**config.mk**
```make
export PLATFORM = sky130hd
export DESIGN_NAME = hex_color_literal_parser_top
export DESIGN_NICKNAME = d
export VERILOG_FILES = /design/src/rtl/core/hclp_pkg.sv /design/src/rtl/core/hclp_front.sv /design/src/rtl/core/hclp_queue.sv /design/src/rtl/core/hclp_back.sv /design/src/rtl/core/hex_color_literal_parser_top.sv
export VERILOG_INCLUDE_DIRS = /design/src /design/src/rtl/core
export SDC_FILE = /design/constraint.sdc
export NUM_CORES = 1
export LEC_CHECK = 0
export BUFFER_PORTS_ARGS = -buffer_cell sky130_fd_sc_hd__buf_4
export CORE_ASPECT_RATIO = 1.25
export CORE_MARGIN = 5
export CORE_UTILIZATION = 50
export CTS_CLUSTER_SIZE = 16
export DETAILED_ROUTE_END_ITERATION = 12
export HOLD_SLACK_MARGIN = 0.15
export PLACE_DENSITY = 0.68
export RECOVER_POWER = 50
export REMOVE_ABC_BUFFERS = 1
export SLEW_MARGIN = 30
export SYNTH_ARGS = -nofsm -noshare
export SYNTH_HDL_FRONTEND = slang
export SYNTH_HIERARCHICAL = 1
export SYNTH_SLANG_ARGS = --single-unit
export TNS_END_PERCENT = 5
```
**constraint.sdc**
```tcl
create_clock -name clk -period 4.5 [get_ports clk]
set_input_delay 0.45 -clock clk [delete_from_list [all_inputs] [get_ports clk]]
set_output_delay 0.45 -clock clk [all_outputs]
set_load 0.005 [all_outputs]
```
**src/rtl/core/assert_macros.svh**
```systemverilog
// Assertion macros shared by the hex color parser RTL.
// Expects signals named clk and arst_n in the including module.
`ifndef ASSERT_MACROS_SVH
`define ASSERT_MACROS_SVH

// Property checked on every rising edge outside reset.
`define HCLP_ASSERT(lbl, prop) \
	lbl: assert property (@(posedge clk) disable iff (!arst_n) (prop)) \
		else $error("%m: assertion failed");

// Expression that must never be true outside reset.
`define HCLP_NEVER(lbl, expr) \
	lbl: assert property (@(posedge clk) disable iff (!arst_n) !(expr)) \
		else $error("%m: forbidden condition seen");

`endif

```
**src/rtl/core/hclp_pkg.sv**
```systemverilog
// Package for the hex color literal parser: types, constants, character classes.
// No dependencies.
`default_nettype none

package hclp_pkg;

	typedef enum logic [1:0] {
		PH_LEAD  = 2'd0,
		PH_TOKEN = 2'd1,
		PH_AFTER = 2'd2,
		PH_NOTSH = 2'd3
	} phase_t;

	typedef enum logic [1:0] {
		ST_OK      = 2'd0,
		ST_EMPTY   = 2'd1,
		ST_FORMAT  = 2'd2,
		ST_BADCHAR = 2'd3
	} status_t;

	localparam int CHAR_W  = 8;
	localparam int COUNT_W = 4;
	localparam int NIB_W   = 32;
	localparam int CHAN_W  = 8;

	localparam logic [CHAR_W-1:0]  HASH_CHAR     = 8'h23;
	localparam logic [COUNT_W-1:0] DIGITS_MAX    = 4'd15;
	localparam logic [CHAN_W-1:0]  ALPHA_DEFAULT = 8'hFF;

	localparam logic [COUNT_W-1:0] LEN_RGB      = 4'd3;
	localparam logic [COUNT_W-1:0] LEN_RGBA     = 4'd4;
	localparam logic [COUNT_W-1:0] LEN_RRGGBB   = 4'd6;
	localparam logic [COUNT_W-1:0] LEN_RRGGBBAA = 4'd8;

	localparam int QUEUE_DEPTH = 2;
	localparam int QUEUE_AW    = (QUEUE_DEPTH > 1) ? $clog2(QUEUE_DEPTH) : 1;
	localparam int QUEUE_CW    = $clog2(QUEUE_DEPTH + 1);

	// Scan state of one finished string, handed from front to back.
	typedef struct packed {
		phase_t              phase;
		logic [COUNT_W-1:0]  digit_count;
		logic [NIB_W-1:0]    nibbles;
		logic                bad_char;
	} scan_rec_t;

	typedef struct packed {
		logic       valid;
		logic [3:0] value;
	} hex_dec_t;

	function automatic logic is_space(input logic [CHAR_W-1:0] c);
		logic r;
		r = 1'b0;
		case (c) inside
			8'd32, [8'd9:8'd13]: r = 1'b1;
			default:             r = 1'b0;
		endcase
		return r;
	endfunction

	function automatic hex_dec_t hex_decode(input logic [CHAR_W-1:0] c);
		hex_dec_t   d;
		logic [7:0] t;
		d = '0;
		t = '0;
		case (c) inside
			[8'h30:8'h39]: begin
				t = c - 8'h30;
				d = '{valid: 1'b1, value: t[3:0]};
			end
			[8'h41:8'h46]: begin
				t = c - 8'h37;
				d = '{valid: 1'b1, value: t[3:0]};
			end
			[8'h61:8'h66]: begin
				t = c - 8'h57;
				d = '{valid: 1'b1, value: t[3:0]};
			end
			default: d = '0;
		endcase
		return d;
	endfunction

endpackage

`default_nettype wire

```
**src/rtl/core/hclp_front.sv**
```systemverilog
// Front end: accepts characters, tracks the scan state, pushes one record per string.
// Depends on hclp_pkg and assert_macros.svh.
`default_nettype none
`include "assert_macros.svh"

module hclp_front (
	input  wire logic                      clk,
	input  wire logic                      arst_n,
	input  wire logic                      in_valid,
	output      logic                      in_stall,
	input  wire logic [hclp_pkg::CHAR_W-1:0] char_code,
	input  wire logic                      has_char,
	input  wire logic                      last,
	output      logic                      push,
	output      hclp_pkg::scan_rec_t       push_rec,
	input  wire logic                      full
);
	import hclp_pkg::*;

	phase_t             phase_q, phase_d;
	logic [COUNT_W-1:0] count_q, count_d;
	logic [NIB_W-1:0]   nib_q, nib_d;
	logic               bad_q, bad_d;
	logic               accept;
	hex_dec_t           hex;

	assign in_stall = full;
	assign accept   = in_valid && !full;
	assign push     = accept && last;
	assign hex      = hex_decode(char_code);

	assign push_rec = '{phase: phase_d, digit_count: count_d, nibbles: nib_d,
		bad_char: bad_d};

	always_comb begin
		phase_d = phase_q;
		count_d = count_q;
		nib_d   = nib_q;
		bad_d   = bad_q;
		if (has_char) begin
			case (phase_q)
				PH_LEAD: begin
					if (!is_space(char_code))
						phase_d = (char_code == HASH_CHAR) ? PH_TOKEN : PH_NOTSH;
				end
				PH_TOKEN: begin
					if (is_space(char_code)) begin
						phase_d = PH_AFTER;
					end else begin
						if (hex.valid)
							nib_d = {nib_q[NIB_W-5:0], hex.value};
						else
							bad_d = 1'b1;
						if (count_q != DIGITS_MAX)
							count_d = count_q + COUNT_W'(1);
					end
				end
				default: ;
			endcase
		end
	end

	// State clears after the end-of-string transfer.
	always_ff @(posedge clk or negedge arst_n) begin
		if (!arst_n) begin
			phase_q <= PH_LEAD;
			count_q <= '0;
			nib_q   <= '0;
			bad_q   <= 1'b0;
		end else if (accept) begin
			if (last) begin
				phase_q <= PH_LEAD;
				count_q <= '0;
				nib_q   <= '0;
				bad_q   <= 1'b0;
			end else begin
				phase_q <= phase_d;
				count_q <= count_d;
				nib_q   <= nib_d;
				bad_q   <= bad_d;
			end
		end
	end

	`HCLP_ASSERT(a_clear_after_push,
		push |=> (phase_q == PH_LEAD && count_q == '0 && !bad_q))
	`HCLP_ASSERT(a_bad_only_in_token,
		bad_q |-> (phase_q == PH_TOKEN || phase_q == PH_AFTER))

endmodule

`default_nettype wire

```
**src/rtl/core/hclp_queue.sv**
```systemverilog
// Short register queue of scan records between front and back.
// Depends on hclp_pkg and assert_macros.svh.
`default_nettype none
`include "assert_macros.svh"

module hclp_queue (
	input  wire logic                clk,
	input  wire logic                arst_n,
	input  wire logic                push,
	input  wire hclp_pkg::scan_rec_t push_rec,
	output      logic                full,
	input  wire logic                pop,
	output      hclp_pkg::scan_rec_t pop_rec,
	output      logic                empty
);
	import hclp_pkg::*;

	scan_rec_t           slot_q [QUEUE_DEPTH];
	logic [QUEUE_AW-1:0] wr_ptr_q, rd_ptr_q;
	logic [QUEUE_CW-1:0] fill_q;

	assign full    = (fill_q == QUEUE_CW'(QUEUE_DEPTH));
	assign empty   = (fill_q == '0);
	assign pop_rec = slot_q[rd_ptr_q];

	function automatic logic [QUEUE_AW-1:0] next_ptr(input logic [QUEUE_AW-1:0] p);
		return (p == QUEUE_AW'(QUEUE_DEPTH - 1)) ? '0 : p + QUEUE_AW'(1);
	endfunction

	always_ff @(posedge clk) begin
		if (push)
			slot_q[wr_ptr_q] <= push_rec;
	end

	always_ff @(posedge clk or negedge arst_n) begin
		if (!arst_n) begin
			wr_ptr_q <= '0;
			rd_ptr_q <= '0;
			fill_q   <= '0;
		end else begin
			if (push)
				wr_ptr_q <= next_ptr(wr_ptr_q);
			if (pop)
				rd_ptr_q <= next_ptr(rd_ptr_q);
			if (push && !pop)
				fill_q <= fill_q + QUEUE_CW'(1);
			else if (pop && !push)
				fill_q <= fill_q - QUEUE_CW'(1);
		end
	end

	`HCLP_NEVER(a_no_overflow, push && full)
	`HCLP_NEVER(a_no_underflow, pop && empty)

endmodule

`default_nettype wire

```
**src/rtl/core/hclp_back.sv**
```systemverilog
// Back end: turns a scan record into status and channel values, holds the output register.
// Depends on hclp_pkg and assert_macros.svh.
`default_nettype none
`include "assert_macros.svh"

module hclp_back (
	input  wire logic                      clk,
	input  wire logic                      arst_n,
	input  wire logic                      empty,
	input  wire hclp_pkg::scan_rec_t       pop_rec,
	output      logic                      pop,
	output      logic                      out_valid,
	input  wire logic                      out_stall,
	output      logic [1:0]                status,
	output      logic [hclp_pkg::CHAN_W-1:0] red,
	output      logic [hclp_pkg::CHAN_W-1:0] green,
	output      logic [hclp_pkg::CHAN_W-1:0] blue,
	output      logic [hclp_pkg::CHAN_W-1:0] alpha
);
	import hclp_pkg::*;

	logic              out_valid_q;
	status_t           status_q, status_d;
	logic [CHAN_W-1:0] red_q, green_q, blue_q, alpha_q;
	logic [CHAN_W-1:0] red_d, green_d, blue_d, alpha_d;
	logic [NIB_W-1:0]  n;

	assign n   = pop_rec.nibbles;
	assign pop = !empty && (!out_valid_q || !out_stall);

	// Short forms repeat each nibble, which is the same as times 17.
	always_comb begin
		status_d = ST_OK;
		red_d    = '0;
		green_d  = '0;
		blue_d   = '0;
		alpha_d  = '0;
		if (pop_rec.phase == PH_LEAD) begin
			status_d = ST_EMPTY;
		end else if (pop_rec.phase == PH_NOTSH) begin
			status_d = ST_FORMAT;
		end else if (pop_rec.bad_char) begin
			status_d = ST_BADCHAR;
		end else begin
			case (pop_rec.digit_count)
				LEN_RGB: begin
					red_d   = {n[11:8], n[11:8]};
					green_d = {n[7:4], n[7:4]};
					blue_d  = {n[3:0], n[3:0]};
					alpha_d = ALPHA_DEFAULT;
				end
				LEN_RGBA: begin
					red_d   = {n[15:12], n[15:12]};
					green_d = {n[11:8], n[11:8]};
					blue_d  = {n[7:4], n[7:4]};
					alpha_d = {n[3:0], n[3:0]};
				end
				LEN_RRGGBB: begin
					red_d   = n[23:16];
					green_d = n[15:8];
					blue_d  = n[7:0];
					alpha_d = ALPHA_DEFAULT;
				end
				LEN_RRGGBBAA: begin
					red_d   = n[31:24];
					green_d = n[23:16];
					blue_d  = n[15:8];
					alpha_d = n[7:0];
				end
				default: status_d = ST_FORMAT;
			endcase
		end
	end

	always_ff @(posedge clk or negedge arst_n) begin
		if (!arst_n)
			out_valid_q <= 1'b0;
		else if (pop)
			out_valid_q <= 1'b1;
		else if (!out_stall)
			out_valid_q <= 1'b0;
	end

	always_ff @(posedge clk) begin
		if (pop) begin
			status_q <= status_d;
			red_q    <= red_d;
			green_q  <= green_d;
			blue_q   <= blue_d;
			alpha_q  <= alpha_d;
		end
	end

	assign out_valid = out_valid_q;
	assign status    = status_q;
	assign red       = red_q;
	assign green     = green_q;
	assign blue      = blue_q;
	assign alpha     = alpha_q;

	`HCLP_ASSERT(a_error_zero_channels,
		(out_valid_q && status_q != ST_OK) |->
		(red_q == '0 && green_q == '0 && blue_q == '0 && alpha_q == '0))

endmodule

`default_nettype wire

```
**src/rtl/core/hex_color_literal_parser_top.sv**
```systemverilog
// Hex color literal parser, top level: front end, record queue, back end.
// Depends on hclp_pkg, hclp_front, hclp_queue, hclp_back.
//
// Usage:
//   Input channel (in_valid/in_stall) carries one character per transfer:
//   char_code, has_char (0 for a bare end marker) and last (end of string).
//   Output channel (out_valid/out_stall) carries one result per string:
//   status (0 ok, 1 empty, 2 unsupported format, 3 invalid character) and
//   red, green, blue, alpha. Channels are zero on any error status.
//   Throughput: one character per cycle while in_stall is low. The front end
//   updates the scan state in the cycle of the transfer; no per-character loop
//   limits it. After the transfer marked last, the record is written into the
//   queue, then formatted into the output register once that register is free.
//   A two-entry queue sits between front and back; when the receiver stalls,
//   up to two finished strings plus the held result are buffered, and only
//   then is in_stall raised. in_stall is high exactly when the queue is full.
//   Reset (arst_n low) clears the scan state, empties the queue and drops
//   out_valid.
`default_nettype none

module hex_color_literal_parser_top (
	input  wire logic                        clk,
	input  wire logic                        arst_n,
	input  wire logic                        in_valid,
	output      logic                        in_stall,
	input  wire logic [hclp_pkg::CHAR_W-1:0] char_code,
	input  wire logic                        has_char,
	input  wire logic                        last,
	output      logic                        out_valid,
	input  wire logic                        out_stall,
	output      logic [1:0]                  status,
	output      logic [hclp_pkg::CHAN_W-1:0] red,
	output      logic [hclp_pkg::CHAN_W-1:0] green,
	output      logic [hclp_pkg::CHAN_W-1:0] blue,
	output      logic [hclp_pkg::CHAN_W-1:0] alpha
);
	import hclp_pkg::*;

	logic      push, full, pop, empty;
	scan_rec_t push_rec, pop_rec;

	hclp_front u_front (
		.clk       (clk),
		.arst_n    (arst_n),
		.in_valid  (in_valid),
		.in_stall  (in_stall),
		.char_code (char_code),
		.has_char  (has_char),
		.last      (last),
		.push      (push),
		.push_rec  (push_rec),
		.full      (full)
	);

	hclp_queue u_queue (
		.clk      (clk),
		.arst_n   (arst_n),
		.push     (push),
		.push_rec (push_rec),
		.full     (full),
		.pop      (pop),
		.pop_rec  (pop_rec),
		.empty    (empty)
	);

	hclp_back u_back (
		.clk       (clk),
		.arst_n    (arst_n),
		.empty     (empty),
		.pop_rec   (pop_rec),
		.pop       (pop),
		.out_valid (out_valid),
		.out_stall (out_stall),
		.status    (status),
		.red       (red),
		.green     (green),
		.blue      (blue),
		.alpha     (alpha)
	);

endmodule

`default_nettype wire

```
; After elaboration in Yosys (flattened, before gate mapping)
; Memories as Yosys holds them, arrays and structs flattened.
; Index checks and enable logic that the tools add are counted.
; Widths: inputs -> output; s select.
[word_totals]
register_bits = 78
ram_bits = 78
in_bits = 14
out_inout_bits = 36
elab_cells = 109
memories = 1
[op_classes]
add_sub_neg = 8
magnitude_cmp = 8
eq_ne = 11
mux = 44
reduce_logical = 24
[memory_table]
columns = name, words, width, rd, rd_ports_with_merged_regs, write_ports, line_no
row1 = u_queue.slot_q, 2, 39, 1, 0, 1, hclp_queue.sv:18  ; scan_rec_t slot_q [QUEUE_DEPTH];
[ops]
columns = op, n
row1 = $mux 32, 5
row2 = $pmux 8 s4, 3
row3 = $pmux 8 s3, 1
row4 = $mux 2, 10
row5 = $mux 4, 5
row6 = $eq 8x6->1 const B, 2
row7 = $ge 8x7->1 const B, 2
row8 = $le 8x7->1 const B, 2
row9 = $mux 1, 16
row10 = $mux 5, 3
row11 = $logic_and 1x1->1, 9
row12 = $eq 4x3->1 const B, 2
row13 = $ge 8x4->1 const B, 1
row14 = $ge 8x6->1 const B, 1
row15 = $le 8x4->1 const B, 1
row16 = $le 8x6->1 const B, 1
row17 = $sub 4x3->4 const B, 2
row18 = $logic_not 1->1, 6
row19 = $logic_not 2->1, 3
row20 = $add 4x1->4 const B, 1
row21 = $eq 2x2->1 const B, 2
row22 = $eq 4x2->1 const B, 1
row23 = $eq 4x4->1 const B, 1
row24 = $ne 4x4->1 const B, 1
row25 = other kinds (12), 14

; Longest topological paths before layout
[logic_depth]
word_depth = 10
ltp_mapped = 9
depth_no_buf = 7

; Cells and area by module
; The synthesis kept the hierarchy.
[by_module_without_submodules]
columns = module, n_inst, cells_each, area_each_um2, seq_area_each_um2
row1 = hclp_queue, 1, 137, 3012.9, 2442.3
row2 = hclp_front, 1, 212, 2356.0, 975.9
row3 = hclp_back, 1, 192, 2118.3, 1046.0

; Worst setup path before layout
; Ideal clock, no wire load.
[synth_timing]
kind = flip-flop to flip-flop
from = reg u_queue.fill_q[1]
to = mem u_queue/slot_q[0][0] (netlist name) (enable)
setup_time_ns = 0.440
arrival_time_ns = 3.005
t_required_ns = 4.060
path_slack_ns = 1.055
path_stages_with_launch = 6
n_path_buf = 1
period_less_slack_ns = 3.445
path_cell_list = dfrtp_1 > nor2b_1 > nand2b_1 > clkbuf_1 > nor2_1 > nor2b_1
[synth_via]
elab_chain_cells = 6
[synth_rtl]
columns = item, line_no
row1 = start: declaration, hclp_queue.sv:20  ; logic [QUEUE_CW-1:0] fill_q;
row2 = start signal: assignment, hclp_queue.sv:46  ; fill_q <= fill_q + QUEUE_CW'(1);
row3 = start signal: assignment, hclp_queue.sv:48  ; fill_q <= fill_q - QUEUE_CW'(1);
row4 = $eq 2x2->1, hclp_queue.sv:22  ; assign full = (fill_q == QUEUE_CW'(QUEUE_DEPTH));
row5 = named net full, hex_color_literal_parser_top.sv:39  ; logic push, full, pop, empty;
row6 = $logic_not 1->1, hclp_front.sv:28  ; assign accept = in_valid && !full;
row7 = $logic_and 1x1->1, hclp_front.sv:28
row8 = $logic_and 1x1->1, hclp_front.sv:29  ; assign push = accept && last;
row9 = named net push, hex_color_literal_parser_top.sv:39
row10 = $mux 1, hclp_queue.sv:31  ; if (push)
row11 = $mux 1 (implied by the code), hclp_queue.sv:32  ; slot_q[wr_ptr_q] <= push_rec;
row12 = end: declaration, hclp_queue.sv:18
; The timed path passes the listed nets, and every way through them passes these cells.

; Worst setup path after layout
[layout_timing]
from = reg u_queue.fill_q[1]
to = mem u_queue/slot_q[0][12] (netlist name) (enable)
[layout_via]
elab_chain_cells = 6
[layout_rtl]
columns = item, line_no
row1 = $eq 2x2->1, hclp_queue.sv:22
row2 = $logic_not 1->1, hclp_front.sv:28
row3 = $logic_and 1x1->1, hclp_front.sv:28
row4 = $logic_and 1x1->1, hclp_front.sv:29
row5 = named net push, hex_color_literal_parser_top.sv:39
row6 = $mux 1, hclp_queue.sv:31
row7 = $mux 1 (implied by the code), hclp_queue.sv:32
; The timed path passes the listed nets, and every way through them passes these cells.

==> results.cfg <==
[power_and_ir_drop]
seqPwrFrac = 0.421
p_int_w = 0.00331
clkPwrFrac = 0.293
vdd_ir_drop_max_uv = 308
switchingPower_w = 0.00146
pwr-share-comb = 0.286
p_per_area_nw_per_um2 = 562
p_leak_nw = 3.15
switching_share = 0.306

[route]
met2_length_mm = 7.01
drc = 0
ant_nets = 0
wl_met1_mm = 6.29
routed_wl_mm = 14.3
dr.pass1.iters = 4
vias_per_cell = 5.84
wl_met3_um = 680
routedWlPerCell_um = 18.3
vias = 4552
dr.first_iter.drc_count = 232
top_layer_used = met4

[floorplanning]
initial_core_util = 0.505
placementRows = 50
io_pins = 50
die_h_um = 147
coreArea_um2 = 14800
dieWidth_um = 119
dieArea_um2 = 17500

[clock_network]
cts_tree = built
cts.sinks = 156
numCtsBuffers = 17
clockBufferDepth = 2
post_cts_buffers = 0
cts-root-buf = clkbuf_16
cts_hold_buf = 1
clk_latency_ns = 0.41
h-tree-depth = 4
clk_pin_slew_ns = 0.06
cts-resized-gates = 0

[timing]
slew_viol_final = 100
min_period_over_period = 0.782
rsz0062_at_grt = false
setup_viol = 0
tightest_slew_ns = 2.46
hold_violations = 0
max-slew-margin-rel = -0.640
fmax_mhz = 284
skew_ns = 0.00902
finalCriticalPeriod_ns = 3.52
fin_setup_tns_ns = 0

[global_route]
antenna_found_initial = 0
grt_overflow = 0
track_usage = 0.170
grt_pass1_vias = 4534
grt_pass1_wl_mm = 23.5
grt_max_degree = 45

[worst_setup_path]
cp.arrival_ns = 3.63
cp.required_ns = 4.61
critPathLaunchType = flip-flop
cp_max_fo = 22
critical_path_class = flip-flop to flip-flop
cp-end-kind = flip-flop

[final_layout]
nFillCells = 1172
antenna_cells = 0
fin_area_um2 = 8480
final_core_util = 0.572
drive_gt1_frac = 0.306
fin_nets = 604
syn_to_final_growth_pct = 13.3

[run_status]
violations = capacitance limit, slew limit
status = finished, violations left

[synth]
syn_area_um2 = 7490
ys_ff_latch = 156
ys.flop_type = edfxtp_1
synthCells = 541
yosysWarningCount = 6
ys_top_cells_by_area = edfxtp_1, dfrtp_1, mux2_2
avgSynthCellArea_um2 = 13.8
ys_seq_area_frac = 0.596
synth_area_leader_cell = edfxtp_1
synth_top_area_share = 0.449
synth_edf_count = 112
synthArstFlopShare = 0.282
synth.distinct_cells = 58

[placed_design]
dpl_cell_area_um2 = 7940
place.gp.congestion = 0.862
hpwl_mm = 9.58
portBuffers = 49

[min_path]
min_path_type = input port to flip-flop

[flow_run]
cap_violations = 3
[cells in the mapped netlist (8+ instances only)]
cell	count
a21oi_1	18
a21oi_2	20
a22o_1	41
a22oi_1	24
buf_2	13
buf_6	10
dfrtp_1	44
edfxtp_1	112
inv_1	8
mux2_2	69
nand2_1	35
nor2_1	9
nor2b_1	10
o21ai_0	12
or2_0	8
or2_2	16
[worst max-delay path: stages, from the launching register on]
cell      delay, ns
dfrtp_1        0.40
nor2b_1        0.16
nand2b_1       0.33
nor2_1         0.16
clkbuf_1       0.37
nor2b_1        1.52
buf_16         0.26
[power groups by stage]
stage	registers (W)	logic, W	clock network (W)
finish	0.00201	0.00137	0.00140
global route	0.00204	0.00149	0.00149
CTS	0.00201	0.00140	0.00142
detailed placement	0.00203	0.00139	0
global placement	0.00202	0.00136	0
floorplan	0.00206	0.000842	0
[routing by layer]
layer / track usage / vias to the layer above
met5: 0 / -
met2: 0.276 / 126
met3: 0.0458 / 21
li1: - / 2153
met4: 0.0659 / 0
met1: 0.217 / 2252
[cell type report]
class,count,area (um^2),share of cell area
Inverter,8,30.0,0.00354
Timing Repair Buffer,59,435,0.0513
Tap cell,182,228,0.0268
Clock buffer,21,472,0.0556
Sequential cell,156,4460,0.526
Clock inverter,11,119,0.0140
Multi-Input combinational cell,343,2740,0.322
[flip-flops by register name, summed over array words and instances, names as in the netlist]
signal,cells
u_front/bad_q,1
u_back/out_valid,1
u_front/nib_q,32
u_queue/fill_q,2
u_front/phase_q,2
u_back/blue,8
u_queue/wr_ptr_q,1
u_back/red,8
u_front/count_q,4
u_queue/slot_q,78
u_back/green,8
u_queue/rd_ptr_q,1
u_back/status,2
u_back/alpha,8
[cell families (layout without fill, tap and decap cells)]
logic type	count (synthesis)	count (layout)	synth area share
compound gates	149	149	0.156
xor+xnor	10	10	0.0117
fa+ha+maj	5	5	0.00836
buf+inv	42	99	0.0386
flops	156	156	0.596
mux	73	73	0.109
simple gates	106	106	0.0795
[path summary, 6_finish.rpt]
check / from / end / slack (ns) / cells after the start
hold / removal: out_stall / u_back/out_valid$_DFFE_PN0P_ / 0.27 / 3
max in group asynchronous: arst_n / u_front/nib_q[10]$_DFFE_PN0P_ / 1.74 / 2
min in group asynchronous: arst_n / u_front/nib_q[25]$_DFFE_PN0P_ / 1.35 / 2
hold reg to reg: u_queue/wr_ptr_q$_DFFE_PN0P_ / u_queue/wr_ptr_q$_DFFE_PN0P_ / 0.48 / 1
setup / recovery: u_queue/fill_q[1]$_DFFE_PN0P_ / u_queue/slot_q[0][12]$_DFFE_PP_ / 0.98 / 6
setup reg to reg: u_queue/fill_q[1]$_DFFE_PN0P_ / u_queue/slot_q[0][12]$_DFFE_PP_ / 0.98 / 6
[per-stage QoR]
step / power [W] / hold slack, ns / cells / setup slack, ns
after global routing: 0.00502 / 0.268 / 780 / 0.804
after floorplan: 0.00290 / 0.154 / 507 / 1.09
after CTS: 0.00484 / 0.255 / 780 / 1.68
after detailed placement: 0.00343 / 0.482 / 747 / 1.37
after global placement: 0.00338 / 0.475 / 746 / 1.51
final: 0.00477 / 0.272 / 780 / 0.981
[placed cells by master, fill, tap and decap left out, types with 2 or more instances in the layout]
cell        instances
a211oi_1            3
a21boi_0            2
a21o_1              4
a21oi_1            17
a21oi_2            20
a22o_1             41
a22oi_1            24
a311oi_1            2
a31oi_1             5
and2_1              6
buf_4              17
bufinv_16           2
clkbuf_1           10
clkbuf_16          18
clkbuf_4           32
clkinv_2            3
clkinv_4            2
clkinvlp_4          3
dfrtp_1            44
edfxtp_1          112
ha_1                5
inv_1               8
mux2_1             10
mux2_2             59
mux2i_1             4
nand2_1            35
nand2b_1            2
nand3_1             5
nor2_1              9
nor2b_1            10
nor4bb_1            2
o21a_1              4
o21ai_0            13
o311ai_0            2
o31ai_1             2
or2_0               8
or2_2              16
xnor2_1             4
xor2_1              6
Power figures use the tool's default switching activity.
